File: config.mk
export PLATFORM = sky130hd
export DESIGN_NAME = tcce_ctrl
export DESIGN_NICKNAME = d
export VERILOG_FILES = /design/src/tcce_pkg.sv /design/src/tcce_ctrl.sv
export VERILOG_INCLUDE_DIRS = /design/src /design/src/src
export SDC_FILE = /design/constraint.sdc
export NUM_CORES = 1
export LEC_CHECK = 0
export ABC_AREA = 0
export BUFFER_PORTS_ARGS = -buffer_cell sky130_fd_sc_hd__buf_2
export CORE_AREA = 3 3 40 42
export CTS_CLUSTER_DIAMETER = 60
export CTS_CLUSTER_SIZE = 12
export DETAILED_ROUTE_END_ITERATION = 8
export DIE_AREA = 0 0 43 45
export GPL_ROUTABILITY_DRIVEN = 0
export HOLD_SLACK_MARGIN = 0.12
export SLEW_MARGIN = 40
export SYNTH_ARGS = -nofsm -noshare
export SYNTH_HDL_FRONTEND = slang
export SYNTH_SLANG_ARGS = --single-unit
File: constraint.sdc
create_clock -name clock -period 2.9 [get_ports clock]
set_input_delay 0.435 -clock clock [delete_from_list [all_inputs] [get_ports clock]]
set_output_delay 0.435 -clock clock [all_outputs]
set_load 0.01 [all_outputs]
File: src/text_console_char_engine_core_defines.svh
// ----------------------------------------------------------------------------
// text console char engine assertion macros
// shared concurrent assertion forms, clocked on clock, off during reset
// ----------------------------------------------------------------------------
`ifndef TEXT_CONSOLE_CHAR_ENGINE_CORE_DEFINES_SVH
`define TEXT_CONSOLE_CHAR_ENGINE_CORE_DEFINES_SVH

// same-cycle implication
`define TCCE_ASSERT_NOW(lbl, ante, cons, msg) \
   lbl: assert property (@(posedge clock) disable iff (reset) (ante) |-> (cons)) \
      else $error(msg);

// next-cycle implication
`define TCCE_ASSERT_NEXT(lbl, ante, cons, msg) \
   lbl: assert property (@(posedge clock) disable iff (reset) (ante) |=> (cons)) \
      else $error(msg);

`endif

File: src/tcce_pkg.sv
// ----------------------------------------------------------------------------
// tcce_pkg
// types, codes and constants of the text console char engine
// ----------------------------------------------------------------------------
package tcce_pkg;

   localparam int COLUMNS_DEF = 80;
   localparam int ROWS_DEF    = 25;

   localparam int IDX_W      = 11;
   localparam int CHAR_W     = 8;
   localparam int COLOR_W    = 4;
   localparam int CELL_W     = 16;
   localparam int CSR_IDX_W  = 1;
   localparam int CSR_DATA_W = 4;

   localparam logic CMD_PUT  = 1'b0;
   localparam logic CMD_READ = 1'b1;

   localparam logic [CSR_IDX_W-1:0] CSR_FG_COLOR = 1'b0;
   localparam logic [CSR_IDX_W-1:0] CSR_BG_COLOR = 1'b1;

   localparam logic [CHAR_W-1:0]  NEWLINE_CODE = 8'd10;
   localparam logic [CHAR_W-1:0]  SPACE_CODE   = 8'd32;
   localparam logic [CELL_W-1:0]  CLEAR_CELL   = 16'h0720;
   localparam logic [COLOR_W-1:0] FG_RESET     = 4'd7;
   localparam logic [COLOR_W-1:0] BG_RESET     = 4'd0;

   typedef struct packed {
      logic              command;
      logic [CHAR_W-1:0] char_code;
      logic [IDX_W-1:0]  read_index;
   } req_word_type;

   typedef struct packed {
      logic [IDX_W-1:0]  cursor_index;
      logic              cell_written;
      logic [IDX_W-1:0]  written_index;
      logic [CELL_W-1:0] written_entry;
      logic              scrolled;
      logic [CELL_W-1:0] read_entry;
   } rsp_word_type;

   typedef struct packed {
      logic capture;
      logic exec;
      logic sweep_run;
      logic clear_mode;
      logic load_rsp;
   } tcce_cmd_type;

   typedef struct packed {
      logic need_scroll;
      logic sweep_done;
   } tcce_status_type;

   function automatic logic [CELL_W-1:0] build_cell(
      input logic [CHAR_W-1:0]  ch,
      input logic [COLOR_W-1:0] fg,
      input logic [COLOR_W-1:0] bg
   );
      return {bg, fg, ch};
   endfunction

endpackage

File: src/tcce_ctrl.sv
// ----------------------------------------------------------------------------
// tcce_ctrl
// sequencer: clearing pass, command execution, scroll sweep, response
// ----------------------------------------------------------------------------
`include "text_console_char_engine_core_defines.svh"

module tcce_ctrl
   import tcce_pkg::*;
(
   input  logic            clock,
   input  logic            reset,
   input  logic            start,
   output logic            busy,
   input  tcce_status_type status,
   output tcce_cmd_type    cmd
);

   typedef enum logic [4:0] {
      ST_CLEAR  = 5'b00001,
      ST_IDLE   = 5'b00010,
      ST_EXEC   = 5'b00100,
      ST_SCROLL = 5'b01000,
      ST_RESP   = 5'b10000
   } state_type;

   state_type state_ff, state_in;

   always_comb begin
      state_in = state_ff;
      cmd      = '0;
      case (state_ff)
         ST_CLEAR: begin
            cmd.sweep_run  = 1'b1;
            cmd.clear_mode = 1'b1;
            if (status.sweep_done) begin
               state_in = ST_IDLE;
            end
         end
         ST_IDLE: begin
            if (start) begin
               cmd.capture = 1'b1;
               state_in    = ST_EXEC;
            end
         end
         ST_EXEC: begin
            cmd.exec = 1'b1;
            state_in = status.need_scroll ? ST_SCROLL : ST_RESP;
         end
         ST_SCROLL: begin
            cmd.sweep_run = 1'b1;
            if (status.sweep_done) begin
               state_in = ST_RESP;
            end
         end
         ST_RESP: begin
            cmd.load_rsp = 1'b1;
            state_in     = ST_IDLE;
         end
         default: begin
            state_in = ST_IDLE;
         end
      endcase
   end

   always_ff @(posedge clock) begin
      if (reset) begin
         state_ff <= ST_CLEAR;
      end else begin
         state_ff <= state_in;
      end
   end

   assign busy = (state_ff != ST_IDLE);

   `TCCE_ASSERT_NEXT(a_accept_to_exec, start && !busy, state_ff == ST_EXEC,
      "accepted word did not enter execution")
   `TCCE_ASSERT_NEXT(a_resp_to_idle, state_ff == ST_RESP, !busy,
      "block stayed busy after response")
   `TCCE_ASSERT_NOW(a_sweep_clear_mode, cmd.sweep_run,
      cmd.clear_mode == (state_ff == ST_CLEAR), "sweep mode does not match state")

endmodule

==> flow_metrics.env <==
export IMPL_yosys_area_share_simple=0.413
export IMPL_synth_mux_area_frac=0
export IMPL_number_of_warnings_issued_by_yosys=0
export IMPL_drive_above_1_share=0.378
export IMPL_clock_sinks=5
export IMPL_power_frac_comb=0.161
export IMPL_total_of_flip_flops_plus_latches_after_synthesis=5
export IMPL_die_w_um=43
export IMPL_placeableCoreArea_um2=1280
export IMPL_fmax_mhz=515
export IMPL_power_mw=0.182
export IMPL_finalHoldViolCount=0
export IMPL_total_half_perimeter_wirelength_after_legalization_and_detailed_placement_um=450
export IMPL_worst_path_max_fanout=7
export IMPL_synth_async_reset_ratio=0
export IMPL_report_final_slew_viol_count=0
export IMPL_start_kind="flip-flop"
export IMPL_synth_top_flop_cell="sky130_fd_sc_hd__dfxtp_1"
export IMPL_synthMostInstantiatedCell="sky130_fd_sc_hd__dfxtp_1"
export IMPL_rsz0062_at_grt="no"
export IMPL_post_cts_setup_buffer_count=0
export IMPL_p_per_area_nw_per_um2=495
export IMPL_total_area_of_multi_input_combinational_cells_um2=169
export IMPL_layout_area_seq_um2=100
export IMPL_floorplan_rows=13
export IMPL_cells_after_synth=31
export IMPL_die_height_um=45
export IMPL_groute_usage_overall=0.0667
export IMPL_synth_area_per_cell_um2=8.80
export IMPL_dominant_combinational_cell_family_by_area_after_synthesis="simple AND/OR/NAND/NOR gates"
export IMPL_critPathArrivalTime_ps=1510
export IMPL_via_per_inst=4.22
export IMPL_timing_worst_slew_pin_value_ps=361
export IMPL_number_of_top_level_design_ports=11
export IMPL_synth_top_cell_area_share=0.367
export IMPL_synth_seq_area_share=0.367
export IMPL_worst_clock_skew_ps=0.111
export IMPL_grt_pass1_vias=228
export IMPL_final_cell_count_no_fill=60
export IMPL_wl_per_cell_um=9.15
export IMPL_grt_antenna_before_repair=0
export IMPL_yosys_cell_types_count=20
export IMPL_synthesized_area_fraction_occupied_by_xor_and_xnor_cells=0.0642
export IMPL_critical_path_class="flip-flop to output port"
export IMPL_clkTransAtPathRegs_ps=40
export IMPL_synth_compound_area_frac=0.142
export IMPL_final_setup_tns_ps=0
export IMPL_power_switching_share=0.237
export IMPL_min_period_ps=1940
export IMPL_clk_latency_ps=230
export IMPL_synth_nets=36
export IMPL_port_buffers=10
export IMPL_cts_buffers=3
export IMPL_pwr_share_seq=0.417
export IMPL_finalSetupViolCount=0
export IMPL_number_of_levels_the_h_tree_was_split_into=1
export IMPL_worst_slack_at_placement_ps=1200
export IMPL_synth_to_final_area_change_pct=34.9
export IMPL_yosys_top_cells_area="sky130_fd_sc_hd__dfxtp_1 37%, sky130_fd_sc_hd__nor3_1 7.3%, sky130_fd_sc_hd__xnor2_1 6.4%"
export IMPL_largest_register_ff_count=5
export IMPL_cp_data_required_time_ps=2470
export IMPL_clock_tree_from_tritoncts="built"
export IMPL_timing_max_cap_violations=0
export IMPL_clockRootBuffer="sky130_fd_sc_hd__clkbuf_4"
export IMPL_top_register="state_ff"
export IMPL_drt_pre_antenna_iters=2
export IMPL_synth_adder_area_share=0
export IMPL_reg_largest_list="state_ff (5)"
export IMPL_ir_worst_vdd_mv=0.234
export IMPL_cp_end_kind="output port"
export IMPL_num_fill_cells=141
export IMPL_power_report_internal_total_mw=0.139
export IMPL_nNetsFinal=51
export IMPL_synth_edf_count=0
export IMPL_total_leakage_power_nw=0.152
export IMPL_ctsLongestPathBuffers=2
export IMPL_antennaDiodeCount=0
export IMPL_drc=0
export IMPL_route_vias_total=253
export IMPL_status="finished clean"
export IMPL_grt_overflow_total=0
export IMPL_p_sw_mw=0.0432
export IMPL_final_period_utilization=0.670
export IMPL_max_transition_margin=0.757
export IMPL_cts_hold_fix_buffers=0
export IMPL_cts_resized=0
export IMPL_drt_iter0_drc=3
export IMPL_first_pass_grt_wire_length_um=931
export IMPL_grt_start_max_net_pins=8
export IMPL_totalWireLength_um=549
export IMPL_total_standard_cell_area_after_synthesis_um2=273
export IMPL_antenna_left=0
export IMPL_starting_density_of_the_core=0.212
export IMPL_largest_area_contributor_in_the_netlist="sky130_fd_sc_hd__dfxtp_1"
export IMPL_synthTopCellsByCount="5 x sky130_fd_sc_hd__dfxtp_1, 4 x sky130_fd_sc_hd__nor3_1, 3 x sky130_fd_sc_hd__nor2_1"
export IMPL_hp_class="input port to flip-flop"
export IMPL_fp_dieArea_um2=1940
export IMPL_inst_count_dp=56
export IMPL_power_share_clock=0.422
export IMPL_smallest_setup_slack_after_layout_ps=957
## critical path, cell delays in order (launching register included)
cell	delay (ps)
sky130_fd_sc_hd__dfxtp_1	350
sky130_fd_sc_hd__or3_4	420
sky130_fd_sc_hd__or3b_1	370
sky130_fd_sc_hd__buf_2	140
## power by group through the flow
stage / Combinational [mW] / Clock, mW / Sequential (mW)
finish: 0.0293 / 0.0769 / 0.0760
global route: 0.0328 / 0.0878 / 0.0765
CTS: 0.0296 / 0.0820 / 0.0759
detailed placement: 0.0294 / 0 / 0.0771
global placement: 0.0297 / 0 / 0.0770
floorplan: 0.0195 / 0 / 0.0762
## path summary, 6_finish.rpt
check,start,slack [ps],to,cells past startpoint
worst max-delay path,state_ff[2],960,busy,3
worst min-delay path,reset,410,state_ff[1],2
worst max register to register,state_ff[0],1570,state_ff[1],3
worst min register to register,state_ff[1],500,state_ff[2],2
## layer usage
layer  up-vias  track usage  share of wire
li1        144            -              -
met1       101       0.0823           0.50
met2         8       0.0838           0.40
met3         0       0.0359           0.10
met4         0       0.0542              0
met5         -            0              0
## layout by cell type (no fill, tap or decap), drive strengths merged, types with 2 or more instances in the layout
cell type	n
clkbuf	4
buf	10
or3	2
nor3	4
xnor2	2
nor2	3
or3b	2
nor4	2
dfxtp	5
## through the flow
stage	area (µm²)	utilization	hold WS, ps
final	368	0.286	411
after global placement	342	0.266	496
after CTS	368	0.286	399
after floorplan	273	-	473
after global routing	368	0.286	404
after detailed placement	342	0.266	500
## area by class of cell
| cell class | instances | share of cell area |
|---|---|---|
| Clock buffer | 4 | 0.0714 |
| Inverter | 1 | 0.0102 |
| Multi-Input combinational cell | 25 | 0.459 |
| Sequential cell | 5 | 0.272 |
| Tap cell | 15 | 0.0510 |
| Timing Repair Buffer | 10 | 0.136 |
## cells by family after synthesis
family	Yosys count
buffers and inverters	1
xor gates and xnor gates	2
DFF	5
and+or+nand+nor	18
AOI/OAI and AO/OA	5
Power figures use the tool's default switching activity.
